<file path="src/hdl/mcte_pkg.sv">
package mcte_pkg;

  localparam int unsigned TIME_W  = 64;
  localparam int unsigned TEMPO_W = 24;
  localparam int unsigned CNT_W   = 7;
  localparam int unsigned REQ_W   = 2;

  // the divider's 34-bit dividend covers 60e6 * 256, its 41-bit divisor covers d * PPB
  localparam int unsigned NUM_W  = 34;
  localparam int unsigned DEN_W  = 41;
  localparam int unsigned DCNT_W = 6;
  localparam int unsigned PPB_W  = 7;

  localparam logic [REQ_W-1:0] REQ_CLOCK    = 2'd0;
  localparam logic [REQ_W-1:0] REQ_SILENCE  = 2'd1;
  localparam logic [REQ_W-1:0] REQ_SONG_POS = 2'd2;

  localparam logic [TEMPO_W-1:0] TEMPO_MAX   = 24'hFFFFFF;
  localparam logic [TEMPO_W-1:0] TEMPO_RESET = 24'd30720;
  localparam logic [NUM_W-1:0]   TEMPO_NUM   = 34'd15360000000;

  typedef struct packed {
    logic [REQ_W-1:0]  req_type;
    logic [TIME_W-1:0] time_us;
  } in_req_t;

  typedef struct packed {
    logic [TEMPO_W-1:0] tempo_q8;
    logic [CNT_W-1:0]   pulse_count;
    logic               beat_boundary;
  } out_res_t;

  typedef enum logic [1:0] {
    OP_HOLD,
    OP_DEL,
    OP_INS,
    OP_ROT
  } cell_op_e;

  typedef enum logic [3:0] {
    ST_IDLE,
    ST_MUL,
    ST_TGO,
    ST_TDIV,
    ST_DEL,
    ST_INS,
    ST_SUM,
    ST_MEAN,
    ST_DONE
  } state_e;

endpackage

</file>
<file path="src/hdl/mcte_cell.sv">
module mcte_cell #(
  parameter int unsigned TAG_W   = 4,
  parameter int unsigned RST_TAG = 0,
  parameter bit          IS_LAST = 1'b0
) (
  input  logic                             clk_i,
  input  logic                             rst_ni,
  input  mcte_pkg::cell_op_e               op_i,
  input  logic [mcte_pkg::TEMPO_W-1:0]     new_val_i,
  input  logic [TAG_W-1:0]                 new_tag_i,
  input  logic [TAG_W-1:0]                 del_tag_i,
  input  logic [mcte_pkg::TEMPO_W-1:0]     left_val_i,
  input  logic [TAG_W-1:0]                 left_tag_i,
  input  logic                             left_gt_i,
  input  logic [mcte_pkg::TEMPO_W-1:0]     right_val_i,
  input  logic [TAG_W-1:0]                 right_tag_i,
  input  logic                             found_i,
  output logic                             found_o,
  output logic                             gt_o,
  output logic [mcte_pkg::TEMPO_W-1:0]     val_o,
  output logic [TAG_W-1:0]                 tag_o
);
  import mcte_pkg::*;

  logic [TEMPO_W-1:0] val_q, val_d;
  logic [TAG_W-1:0]   tag_q, tag_d;

  // removed entry lies here or further left, so this cell pulls from the right
  assign found_o = found_i | (tag_q == del_tag_i);
  // the last cell is the slot vacated by the delete and counts as empty
  assign gt_o    = IS_LAST ? 1'b1 : (val_q > new_val_i);

  always_comb begin
    val_d = val_q;
    tag_d = tag_q;
    case (op_i)
      OP_DEL: begin
        if (found_o) begin
          val_d = right_val_i;
          tag_d = right_tag_i;
        end
      end
      OP_INS: begin
        if (gt_o) begin
          if (left_gt_i) begin
            val_d = left_val_i;
            tag_d = left_tag_i;
          end else begin
            val_d = new_val_i;
            tag_d = new_tag_i;
          end
        end
      end
      OP_ROT: begin
        val_d = right_val_i;
        tag_d = right_tag_i;
      end
      default: ;
    endcase
  end

  always_ff @(posedge clk_i or negedge rst_ni) begin
    if (!rst_ni) begin
      val_q <= TEMPO_RESET;
      tag_q <= TAG_W'(RST_TAG);
    end else begin
      val_q <= val_d;
      tag_q <= tag_d;
    end
  end

  assign val_o = val_q;
  assign tag_o = tag_q;

endmodule

</file>
<file path="src/hdl/mcte_div.sv">
module mcte_div (
  input  logic                         clk_i,
  input  logic                         rst_ni,
  input  logic                         start_i,
  input  logic [mcte_pkg::NUM_W-1:0]   num_i,
  input  logic [mcte_pkg::DEN_W-1:0]   den_i,
  output logic                         done_o,
  output logic [mcte_pkg::NUM_W-1:0]   quo_o
);
  import mcte_pkg::*;

  logic [NUM_W-1:0]  num_q;
  logic [DEN_W-1:0]  den_q;
  logic [DEN_W-1:0]  rem_q, rem_d;
  logic [DCNT_W-1:0] cnt_q;
  logic              done_q;
  logic [DEN_W:0]    trial;
  logic              qbit;

  // one restoring step per cycle, quotient bits shift into the dividend register
  always_comb begin
    trial = {rem_q, num_q[NUM_W-1]} - {1'b0, den_q};
    qbit  = ~trial[DEN_W];
    rem_d = qbit ? trial[DEN_W-1:0] : {rem_q[DEN_W-2:0], num_q[NUM_W-1]};
  end

  always_ff @(posedge clk_i or negedge rst_ni) begin
    if (!rst_ni) begin
      cnt_q  <= '0;
      done_q <= 1'b0;
    end else if (start_i) begin
      cnt_q  <= DCNT_W'(NUM_W);
      done_q <= 1'b0;
    end else if (cnt_q != '0) begin
      cnt_q  <= cnt_q - 1'b1;
      done_q <= (cnt_q == DCNT_W'(1));
    end else begin
      done_q <= 1'b0;
    end
  end

  always_ff @(posedge clk_i) begin
    if (start_i) begin
      num_q <= num_i;
      den_q <= den_i;
      rem_q <= '0;
    end else if (cnt_q != '0) begin
      num_q <= {num_q[NUM_W-2:0], qbit};
      rem_q <= rem_d;
    end
  end

  assign done_o = done_q;
  assign quo_o  = num_q;

endmodule

</file>
<file path="src/hdl/midi_clock_tempo_estimator_unit.sv">
// Tempo estimator for a MIDI clock stream. Each clock pulse request carries a
// microsecond timestamp; the interval to the previous timestamp becomes a tempo
// in BPM (unsigned Q16.8, saturating), which replaces the oldest entry of a
// WINDOW-deep history kept sorted in a chain of cells. The reported tempo is
// the mean of the MIDDLE centre entries of that sorted chain (all of them if
// MIDDLE exceeds WINDOW), together with a division pulse counter and a beat
// boundary flag. From acceptance to result, a 34-step restoring divider forms
// the interval-to-tempo quotient, the sum is taken by rotating the chain once
// round past its head cell, and the mean comes from the sum by one multiply
// with a reciprocal. The next request can be taken in the cycle after the
// result is registered.
// Silence ticks and song-position requests are handled at acceptance and give no result.
// A finished result sits in the output register while the next request is
// taken. No clearing pass is needed after reset.
module midi_clock_tempo_estimator_unit #(
  parameter int unsigned WINDOW          = 16,
  parameter int unsigned MIDDLE          = 8,
  parameter int unsigned PULSES_PER_BEAT = 24,
  parameter int unsigned DIVISION        = 24
) (
  input  logic               clk_i,
  input  logic               rst_ni,
  input  logic               in_valid_i,
  output logic               in_ready_o,
  input  mcte_pkg::in_req_t  in_data_i,
  output logic               out_valid_o,
  input  logic               out_ready_i,
  output mcte_pkg::out_res_t out_data_o
);
  import mcte_pkg::*;

  localparam int unsigned TAG_W   = $clog2(WINDOW);
  localparam int unsigned MID_CNT = (MIDDLE < WINDOW) ? MIDDLE : WINDOW;
  localparam int unsigned LO_IDX  = (WINDOW - MID_CNT) / 2;
  localparam int unsigned HI_IDX  = (WINDOW + MID_CNT) / 2;
  localparam int unsigned SUM_W   = TEMPO_W + $clog2(MID_CNT + 1);
  localparam logic [PPB_W-1:0] PPB = PPB_W'(PULSES_PER_BEAT);
  localparam logic [CNT_W-1:0] DIV_CNT = CNT_W'(DIVISION);
  // floor(sum / MID_CNT) as (sum * ceil(2^MEAN_SH / MID_CNT)) >> MEAN_SH, exact for any sum
  localparam int unsigned MEAN_SH = SUM_W + $clog2(MID_CNT);
  localparam int unsigned RECIP_W = SUM_W + 2;
  localparam longint unsigned RECIP_FULL =
    ((64'd1 << MEAN_SH) + 64'(MID_CNT) - 64'd1) / 64'(MID_CNT);
  localparam logic [RECIP_W-1:0] MEAN_RECIP = RECIP_W'(RECIP_FULL);

  state_e             state_q, state_d;
  logic [TAG_W-1:0]   pos_q;
  logic [TIME_W-1:0]  last_q;
  logic [CNT_W-1:0]   divcnt_q;
  logic [CNT_W-1:0]   divcnt_inc;
  logic [TIME_W-1:0]  d_q;
  logic [DEN_W-1:0]   prod_q;
  logic               zero_q, big_q;
  logic [CNT_W-1:0]   res_cnt_q;
  logic               res_bnd_q;
  logic [TEMPO_W-1:0] tempo_q;
  logic [SUM_W-1:0]   sum_q;
  logic [SUM_W+RECIP_W-1:0] mean_prod;
  logic [TEMPO_W-1:0] mean_q;
  logic [TAG_W-1:0]   scnt_q;
  out_res_t           out_q;
  logic               out_valid_q;
  logic               in_acc;
  logic               out_free;

  cell_op_e           cell_op;
  logic               div_start;
  logic [NUM_W-1:0]   div_num;
  logic [DEN_W-1:0]   div_den;
  logic               div_done;
  logic [NUM_W-1:0]   div_quo;

  logic [TEMPO_W-1:0] vals  [WINDOW];
  logic [TAG_W-1:0]   tags  [WINDOW];
  logic               gts   [WINDOW];
  logic               found [WINDOW+1];

  assign in_ready_o = (state_q == ST_IDLE);
  assign in_acc     = in_valid_i && in_ready_o;
  assign out_free   = !out_valid_q || out_ready_i;
  assign divcnt_inc = divcnt_q + 1'b1;
  assign mean_prod  = {{RECIP_W{1'b0}}, sum_q} * {{SUM_W{1'b0}}, MEAN_RECIP};

  // sorted history, head cell holds the smallest tempo
  assign found[0] = 1'b0;
  for (genvar i = 0; i < WINDOW; i++) begin : g_cell
    localparam int unsigned LEFT  = (i == 0) ? 0 : i - 1;
    localparam int unsigned RIGHT = (i == WINDOW - 1) ? 0 : i + 1;
    mcte_cell #(
      .TAG_W  (TAG_W),
      .RST_TAG(i),
      .IS_LAST(i == WINDOW - 1)
    ) u_cell (
      .clk_i      (clk_i),
      .rst_ni     (rst_ni),
      .op_i       (cell_op),
      .new_val_i  (tempo_q),
      .new_tag_i  (pos_q),
      .del_tag_i  (pos_q),
      .left_val_i (vals[LEFT]),
      .left_tag_i (tags[LEFT]),
      .left_gt_i  ((i == 0) ? 1'b0 : gts[LEFT]),
      .right_val_i(vals[RIGHT]),
      .right_tag_i(tags[RIGHT]),
      .found_i    (found[i]),
      .found_o    (found[i+1]),
      .gt_o       (gts[i]),
      .val_o      (vals[i]),
      .tag_o      (tags[i])
    );
  end

  mcte_div u_div (
    .clk_i  (clk_i),
    .rst_ni (rst_ni),
    .start_i(div_start),
    .num_i  (div_num),
    .den_i  (div_den),
    .done_o (div_done),
    .quo_o  (div_quo)
  );

  // next state
  always_comb begin
    state_d = state_q;
    unique case (state_q)
      ST_IDLE: begin
        if (in_acc && in_data_i.req_type == REQ_CLOCK) begin
          state_d = ST_MUL;
        end
      end
      ST_MUL:  state_d = ST_TGO;
      ST_TGO:  state_d = ST_TDIV;
      ST_TDIV: begin
        if (div_done) begin
          state_d = ST_DEL;
        end
      end
      ST_DEL:  state_d = ST_INS;
      ST_INS:  state_d = ST_SUM;
      ST_SUM: begin
        if (scnt_q == TAG_W'(WINDOW - 1)) begin
          state_d = ST_MEAN;
        end
      end
      ST_MEAN: state_d = ST_DONE;
      ST_DONE: begin
        if (out_free) begin
          state_d = ST_IDLE;
        end
      end
      default: state_d = ST_IDLE;
    endcase
  end

  // outputs of the sequencer
  always_comb begin
    cell_op   = OP_HOLD;
    div_start = 1'b0;
    div_num   = TEMPO_NUM;
    div_den   = prod_q;
    unique case (state_q)
      ST_TGO:  div_start = 1'b1;
      ST_DEL:  cell_op = OP_DEL;
      ST_INS:  cell_op = OP_INS;
      ST_SUM:  cell_op = OP_ROT;
      default: ;
    endcase
  end

  always_ff @(posedge clk_i or negedge rst_ni) begin
    if (!rst_ni) begin
      state_q     <= ST_IDLE;
      pos_q       <= '0;
      last_q      <= '0;
      divcnt_q    <= '0;
      scnt_q      <= '0;
      out_valid_q <= 1'b0;
    end else begin
      state_q <= state_d;
      if (in_acc) begin
        case (in_data_i.req_type)
          REQ_CLOCK: begin
            pos_q    <= (pos_q == TAG_W'(WINDOW - 1)) ? '0 : pos_q + 1'b1;
            last_q   <= in_data_i.time_us;
            divcnt_q <= (divcnt_inc >= DIV_CNT) ? '0 : divcnt_inc;
          end
          REQ_SILENCE:  last_q   <= in_data_i.time_us;
          REQ_SONG_POS: divcnt_q <= DIV_CNT - 1'b1;
          default: ;
        endcase
      end
      if (state_q == ST_SUM) begin
        scnt_q <= (scnt_q == TAG_W'(WINDOW - 1)) ? '0 : scnt_q + 1'b1;
      end
      if (state_q == ST_DONE && out_free) begin
        out_valid_q <= 1'b1;
      end else if (out_ready_i) begin
        out_valid_q <= 1'b0;
      end
    end
  end

  always_ff @(posedge clk_i) begin
    if (in_acc) begin
      d_q       <= in_data_i.time_us - last_q;
      res_cnt_q <= divcnt_inc;
      res_bnd_q <= (divcnt_inc >= DIV_CNT);
    end
    if (state_q == ST_MUL) begin
      zero_q <= (d_q == '0);
      big_q  <= (d_q > TIME_W'(TEMPO_NUM));
      prod_q <= {{PPB_W{1'b0}}, d_q[NUM_W-1:0]} * {{NUM_W{1'b0}}, PPB};
    end
    if (state_q == ST_TDIV && div_done) begin
      if (zero_q) begin
        tempo_q <= TEMPO_MAX;
      end else if (big_q) begin
        tempo_q <= '0;
      end else if (div_quo > NUM_W'(TEMPO_MAX)) begin
        tempo_q <= TEMPO_MAX;
      end else begin
        tempo_q <= div_quo[TEMPO_W-1:0];
      end
    end
    if (state_q == ST_INS) begin
      sum_q <= '0;
    end else if (state_q == ST_SUM && scnt_q >= TAG_W'(LO_IDX)
                 && {1'b0, scnt_q} < (TAG_W+1)'(HI_IDX)) begin
      sum_q <= sum_q + SUM_W'(vals[0]);
    end
    if (state_q == ST_MEAN) begin
      mean_q <= mean_prod[MEAN_SH +: TEMPO_W];
    end
    if (state_q == ST_DONE && out_free) begin
      out_q.tempo_q8      <= mean_q;
      out_q.pulse_count   <= res_cnt_q;
      out_q.beat_boundary <= res_bnd_q;
    end
  end

  assign out_valid_o = out_valid_q;
  assign out_data_o  = out_q;

  a_bnd_full: assert property (@(posedge clk_i) disable iff (!rst_ni)
    out_valid_o && out_data_o.beat_boundary |-> out_data_o.pulse_count == DIV_CNT)
    else $error("beat boundary without a full division");

  a_cnt_range: assert property (@(posedge clk_i) disable iff (!rst_ni)
    out_valid_o |-> out_data_o.pulse_count != '0 && out_data_o.pulse_count <= DIV_CNT)
    else $error("pulse count out of range");

  a_div_state: assert property (@(posedge clk_i) disable iff (!rst_ni)
    div_done |-> state_q == ST_TDIV)
    else $error("divider finished outside a division step");

  a_sum_done: assert property (@(posedge clk_i) disable iff (!rst_ni)
    state_q == ST_MEAN |-> scnt_q == '0 && $past(state_q) == ST_SUM)
    else $error("chain rotation did not complete a full turn");

endmodule
</file>
<file path="config.mk">
export PLATFORM = sky130hd
export DESIGN_NAME = midi_clock_tempo_estimator_unit
export DESIGN_NICKNAME = d
export VERILOG_FILES = /design/src/hdl/mcte_pkg.sv /design/src/hdl/mcte_cell.sv /design/src/hdl/mcte_div.sv /design/src/hdl/midi_clock_tempo_estimator_unit.sv
export SDC_FILE = /design/constraint.sdc
export NUM_CORES = 2
export LEC_CHECK = 0
export BUFFER_PORTS_ARGS = -buffer_cell sky130_fd_sc_hd__buf_2
export CAP_MARGIN = 20
export CORE_AREA = 2 2 469 424
export CTS_BUF_LIST = sky130_fd_sc_hd__clkbuf_16
export DETAILED_ROUTE_END_ITERATION = 16
export DIE_AREA = 0 0 471 426
export PLACE_DENSITY = 0.55
export SLEW_MARGIN = 20
export SYNTH_ARGS = -nofsm -noshare
export SYNTH_HDL_FRONTEND = slang
export SYNTH_SLANG_ARGS = --single-unit
export TNS_END_PERCENT = 5
</file>
<file path="constraint.sdc">
create_clock -name clk_i -period 5.9 [get_ports clk_i]
set_input_delay 0.295 -clock clk_i [delete_from_list [all_inputs] [get_ports clk_i]]
set_output_delay 0.295 -clock clk_i [all_outputs]
set_load 0.01 [all_outputs]
</file>
* Word-level counts from Yosys, hierarchy flattened
Cells that the tools add are included.
Word-level totals: flip-flop bits (word level) 868, input port bits 70, output and inout bits 34, logic and storage cells 347
Operators by class: $add $sub $neg 7, multipliers 1, magnitude comparators 20, eq/ne operators 67, multiplexer cells 144, bitwise operators 16, reductions and logical operators 37
Operator list (number):
- $mux 24 | 48
- $pmux 24 s3 | 16
- $gt 24x24->1 | 15
- $mux 4 | 52
- $pmux 4 s3 | 16
- $ne 2x1->1 const B | 33
- $eq 4x4->1 | 16
- $gt 64x34->1 const B | 1
- $logic_not 64->1 | 1
- $sub 64x64->64 | 1
- $reduce_and 3->1 | 15
- $sub 42x39->42 | 1
- $mux 41 | 1
- $mul 34x2->36 const B | 1
- $pmux 4 s9 | 1
- $gt 34x24->1 const B | 1
- $add 28x24->28 | 1
- $eq 4x3->1 const B | 4
- $or 1x1->1 | 15
- $pmux 7 s2 | 1
- $eq 4x4->1 const B | 3
- $mux 6 | 2
- $add 4x1->4 const B | 2
- $eq 4x2->1 const B | 2
- other kinds (25) | 43

* Longest topological paths before layout
word-level depth 18, depth in mapped cells 15, depth with buffers taken out 13

* Hierarchy
Synthesis repeated with hierarchy kept, for this count alone.
Second synthesis, totals: cells, all modules 6320, area, all modules 62832.8 µm²
By module, submodules not included:
- midi_clock_tempo_estimator_unit | instances 1, cells each 1712, area each 17775.8 µm², seq. area each 8348.0 µm²
- mcte_cell (g_cell[10].u_cell ...) | instances 6, cells each 247, area each 2406.1 µm², seq. area each 708.2 µm²
- mcte_cell (g_cell[11].u_cell ...) | instances 4, cells each 247, area each 2407.3 µm², seq. area each 709.4 µm²
- mcte_cell (g_cell[1].u_cell ...) | instances 4, cells each 247, area each 2404.8 µm², seq. area each 706.9 µm²
- mcte_div | instances 1, cells each 708, area each 7268.2 µm², seq. area each 3248.1 µm²
- mcte_cell (g_cell[0].u_cell) | instances 1, cells each 247, area each 2403.6 µm², seq. area each 705.7 µm²
- mcte_cell (g_cell[15].u_cell) | instances 1, cells each 195, area each 1700.4 µm², seq. area each 710.7 µm²

* Worst setup path before layout
Ideal clock, no wire load.
path kind register to register, from register state_q[0], to register big_q, enable pin, library setup time 0.481 ns, arrival 3.467 ns, data required time 5.419 ns, setup slack 1.953 ns, cell stages (with the launch flop) 4, buffers on the path 1, period minus slack after synthesis 3.947 ns, cell sequence dfrtp_1 -> clkbuf_1 -> nand2_1 -> nor3_1
Between the ends: longest elaborated chain between the ends 1
RTL lines:
- start: declaration | line midi_clock_tempo_estimator_unit.sv:46 | state_e state_q, state_d;
- start signal: assignment | line midi_clock_tempo_estimator_unit.sv:180 | state_q <= state_d;
- $eq 4x1->1 | line midi_clock_tempo_estimator_unit.sv:210 | if (state_q == ST_MUL) begin
- end signal: assignment | line midi_clock_tempo_estimator_unit.sv:212 | big_q <= (d_q > TIME_W'(TEMPO_NUM));
- end: declaration | line midi_clock_tempo_estimator_unit.sv:53 | logic zero_q, big_q;
Every way passes these cells. A chain may end at the register's enable or synchronous reset.

* Final worst setup path
from register tempo_q[17], to register g_cell[9].u_cell.val_q[18]
Between the ends: longest elaborated chain between the ends 4, elaborated cells between the ends (all ways) 7, those cells by class order compare (2); eq/ne (1); mux (3); reduce/logical (1)
RTL lines:
- start: declaration | line midi_clock_tempo_estimator_unit.sv:56 | logic [TEMPO_W-1:0] tempo_q;
- start signal: assignment | line midi_clock_tempo_estimator_unit.sv:223 | tempo_q <= div_quo[TEMPO_W-1:0];
- $gt 24x24->1 | line mcte_cell.sv:31 | assign gt_o = IS_LAST ? 1'b1 : (val_q > new_val_i);
- $mux 24 | line mcte_cell.sv:45 | if (left_gt_i) begin
- $mux 24 | line mcte_cell.sv:44 | if (gt_o) begin
- $pmux 24 s3 | line mcte_cell.sv:36 | case (op_i)
- end signal: assignment | line mcte_cell.sv:67 | val_q <= val_d;
- end: declaration | line mcte_cell.sv:25 | logic [TEMPO_W-1:0] val_q, val_d;
Parallel ways exist; a longest one is shown, timed or not. The select of a mux whose other input is x is not followed.

==> run summary <==
outcome: finished clean
share of cells above drive strength 1: 12.4%
multiplexer share of the synthesized area: 10.8%
die height: 426 µm
I/O pins: 104
remaining global-route overflow: 0
Final Hold Fails: 0
Num CTS Buffers: 98
Max-Cap Viols: 0
CP Data Required Time: 6.51 ns
P_int: 13,200 µW
Synth Area in Compound Gates: 18.3%
Total Die Area: 0.201 mm²
clock share of power: 30.7%
final wirelength: 189 mm
TritonCTS clock tree: yes
Bufs on Longest Clock Path: 3
adder-cell share of the synthesized area: 11.8%
Final nets: 6,884
Simple-Gate Fraction of Synth Area: 13.4%
Post-Synth XOR/XNOR Area: 3.03%
Comb pwr share: 31.0%
Final Critical Period: 4.88 ns
RSZ-0062 raised after global routing: false
H-Tree Level Count: 3
footprint of the multi-input gates: 0.0337 mm²
register area share after synthesis: 38.4%
# rows: 154
Total GRT Usage: 18.4%
cell chain of the critical path: inv_1 -> ha_1 -> a21o_1 -> a21o_1 -> a21o_1 -> a21o_1 -> a21oi_1 -> nor2b_1 -> o21ai_0 -> a31oi_4 -> o21a_1 -> buf_4 -> mux2_2
EDFF count, synth: 226
f_max: 0.205 GHz
Post-synth top cells: nand2_1, nor2_1, ha_1, dfrtp_1, a21oi_1
CP top delay family: compound AO/OA/AOI/OAI gates
Pleak: 0.0293 µW
CP Launch Type: flop
Vias: 48.5k
Sw Ratio: 34.2%
clock skew: 0.0410 ns
Worst VDD drop: 0.000234 V
FF+latch area: 0.0224 mm²
final setup fails: 0
PwrDens: 305 mW/mm²
period utilization: 82.7%
drt initial violations: 4,059
first-pass GRT wire length: 292 mm
initial core utilization: 29.9%
worst-path fanout max: 24
warnings from Yosys: 0
Area growth, synth to finish: 12.9%
setup_tns: 0 ns
# fillers: 19.9k
top_reg_cell synth: dfrtp_1
switching pwr: 6880 µW
Least-Margin Pin Slew: 1.12 ns
Worst EP arrival: 5.49 ns
Most Frequent Cell on Critical Path: a21o_1
Yosys top cell area share: 19.0%
#FFs+latches synth: 867
worst hold path type: input pin to async pin
initial antenna violation count: 3
Cell variety after synth: 88
Syn Inst Count: 6,234
Mapped Nets: 6,854
largest net degree at the start of global routing: 144
area of the core: 0.195 mm²
clock-pin transition on the worst setup and hold timing paths: 0.06 ns
Root Driver: clkbuf_16
largest family of logic cells by synthesized area: compound AO/OA/AOI/OAI gates
DRT antenna net count: 0
count leader, synth: nand2_1
post-CTS sizing: 0
final worst slack: 1.02 ns
Worst path slowest cell: o21ai_0
sequential share of power: 38.2%
slew margin rel.: 25.4%
RePlAce Congestion: 0.903
vias in the first global route: 48.0k
port bufs: 103
First-pass DRT Iterations: 7
slowest stage delay, CP: 0.71 ns
WP buf/inv: 2
mapped cell area: 0.0584 mm²
Avg Inst Size Synth: 9.37 µm²
Avg WL per Cell: 21.2 µm
asr flop ratio synth: 62.2%
final slew viol count: 0
Die Wd: 471 µm
area leader, netlist: dfrtp_1
Crit. End Element: flop
kind of critical path: flop to flop
synth top area cells: dfrtp_1, ha_1, edfxtp_1, mux2i_1, mux2_2
# DRC: 0
ant diodes: 0
Post-Place Worst Slack: 1.13 ns
clk_lat worst skew: 0.75 ns
TritonCTS Sinks: 867
via/cell ratio: 5.44
hpwl dp: 135 mm
metal layers:
metal	global-route usage, %	routed length [µm]	vias up
met3	3.70	12800	326
met1	24.9	85200	23800
met5	0	0	-
met2	28.8	84000	1561
li1	-	-	22800
met4	6.85	7150	0
registers in the layout, indices dropped and copies added (netlist names):
register and count:
scnt_q 4, out_data_o 32, g_cell.u_cell.tag_o 64, divcnt_q 7, div_den 36, tempo_q 24
state_q 4, zero_q 1, u_div.cnt_q 6, res_bnd_q 1, last_q 64, out_valid_o 1
u_div.rem_q 41, g_cell.u_cell.val_o 384, mean_q 24, sum_q 27, u_div.quo_o 34, d_q 64
u_div.done_o 1, res_cnt_q 7, u_div.den_q 36, pos_q 4, big_q 1
logic make-up (layout without fill, tap and decap cells):
| family | count (synthesis) | count (layout) |
|---|---|---|
| adders and majority gates | 550 | 550 |
| muxes | 601 | 601 |
| AOI/OAI and AO/OA | 1640 | 1640 |
| DFF | 867 | 867 |
| and+or+nand+nor | 1744 | 1744 |
| buffers and inverters | 630 | 744 |
| xor gates and xnor gates | 202 | 202 |
power by group through the flow:
| stage | registers [µW] | clock network, µW | logic, µW |
|---|---|---|---|
| 2_1_floorplan | 7600 | 0 | 4760 |
| 3_5_place_dp | 7790 | 0 | 6160 |
| 6_report | 7690 | 6180 | 6240 |
| 3_3_place_gp | 7770 | 0 | 6040 |
| 4_1_cts | 7680 | 6340 | 6240 |
| 5_1_grt | 7790 | 6560 | 6990 |
placed cells by master, fill, tap and decap left out, drive strengths merged, types with 89 or more instances in the layout:
cell type	n
edfxtp	226
nor2	556
ha	546
mux2	233
dfxtp	102
nand4	116
o21a	89
buf	247
xnor2	147
dfstp	96
a31oi	116
a21o	178
o21ai	387
mux2i	368
clkbuf	99
nand3	134
inv	277
o221ai	115
a21oi	419
dfrtp	443
nand2	619
area by class of cell:
type	count	share of cell area (%)
multi-input cells	4737	51.2
flip-flops and latches	867	34.0
well taps	2574	4.88
clock buffers	99	3.76
repair buffers	316	3.75
inverters	244	1.39
clock inverters	85	1.05
repair_timing:
item / 4_1_cts / 5_1_grt
buffers inserted: 0 / 0
endpoints found under the hold margin: 133 / 0
hold buffers: 69 / 0
metrics by stage:
step	util, %	hold slack (ns)	cells	area [µm²]	total power, µW
floorplan	-	-0.000591	6234	58400	12400
global placement	31.8	0.266	8669	62100	13800
detailed placement	31.8	0.273	8669	62100	14000
CTS	33.8	0.0668	8922	65900	20300
global route	33.8	0.131	8922	66000	21300
finish	33.8	0.0971	8922	66000	20100
path summary, 6_finish.rpt:
kind / startpoint / to / slack (ns) / cells past startpoint
min in group clk_i: out_ready_i / out_valid_o$_DFFE_PN0P_ / 0.16 / 3
min reg2reg: div_den[18]$_DFFE_PP_ / u_div.den_q[18]$_DFFE_PP_ / 0.41 / 0
min: rst_ni / last_q[13]$_DFFE_PN0P_ / 0.1 / 2
max reg2reg: tempo_q[17]$_SDFFCE_PP1P_ / g_cell[9].u_cell.val_o[18]$_DFFE_PN0P_ / 1.02 / 13
max in group asynchronous: rst_ni / g_cell[15].u_cell.val_o[1]$_DFFE_PN0P_ / 4.42 / 3
max: tempo_q[17]$_SDFFCE_PP1P_ / g_cell[9].u_cell.val_o[18]$_DFFE_PN0P_ / 1.02 / 13
No activity file was read; power rests on OpenSTA's default activity.
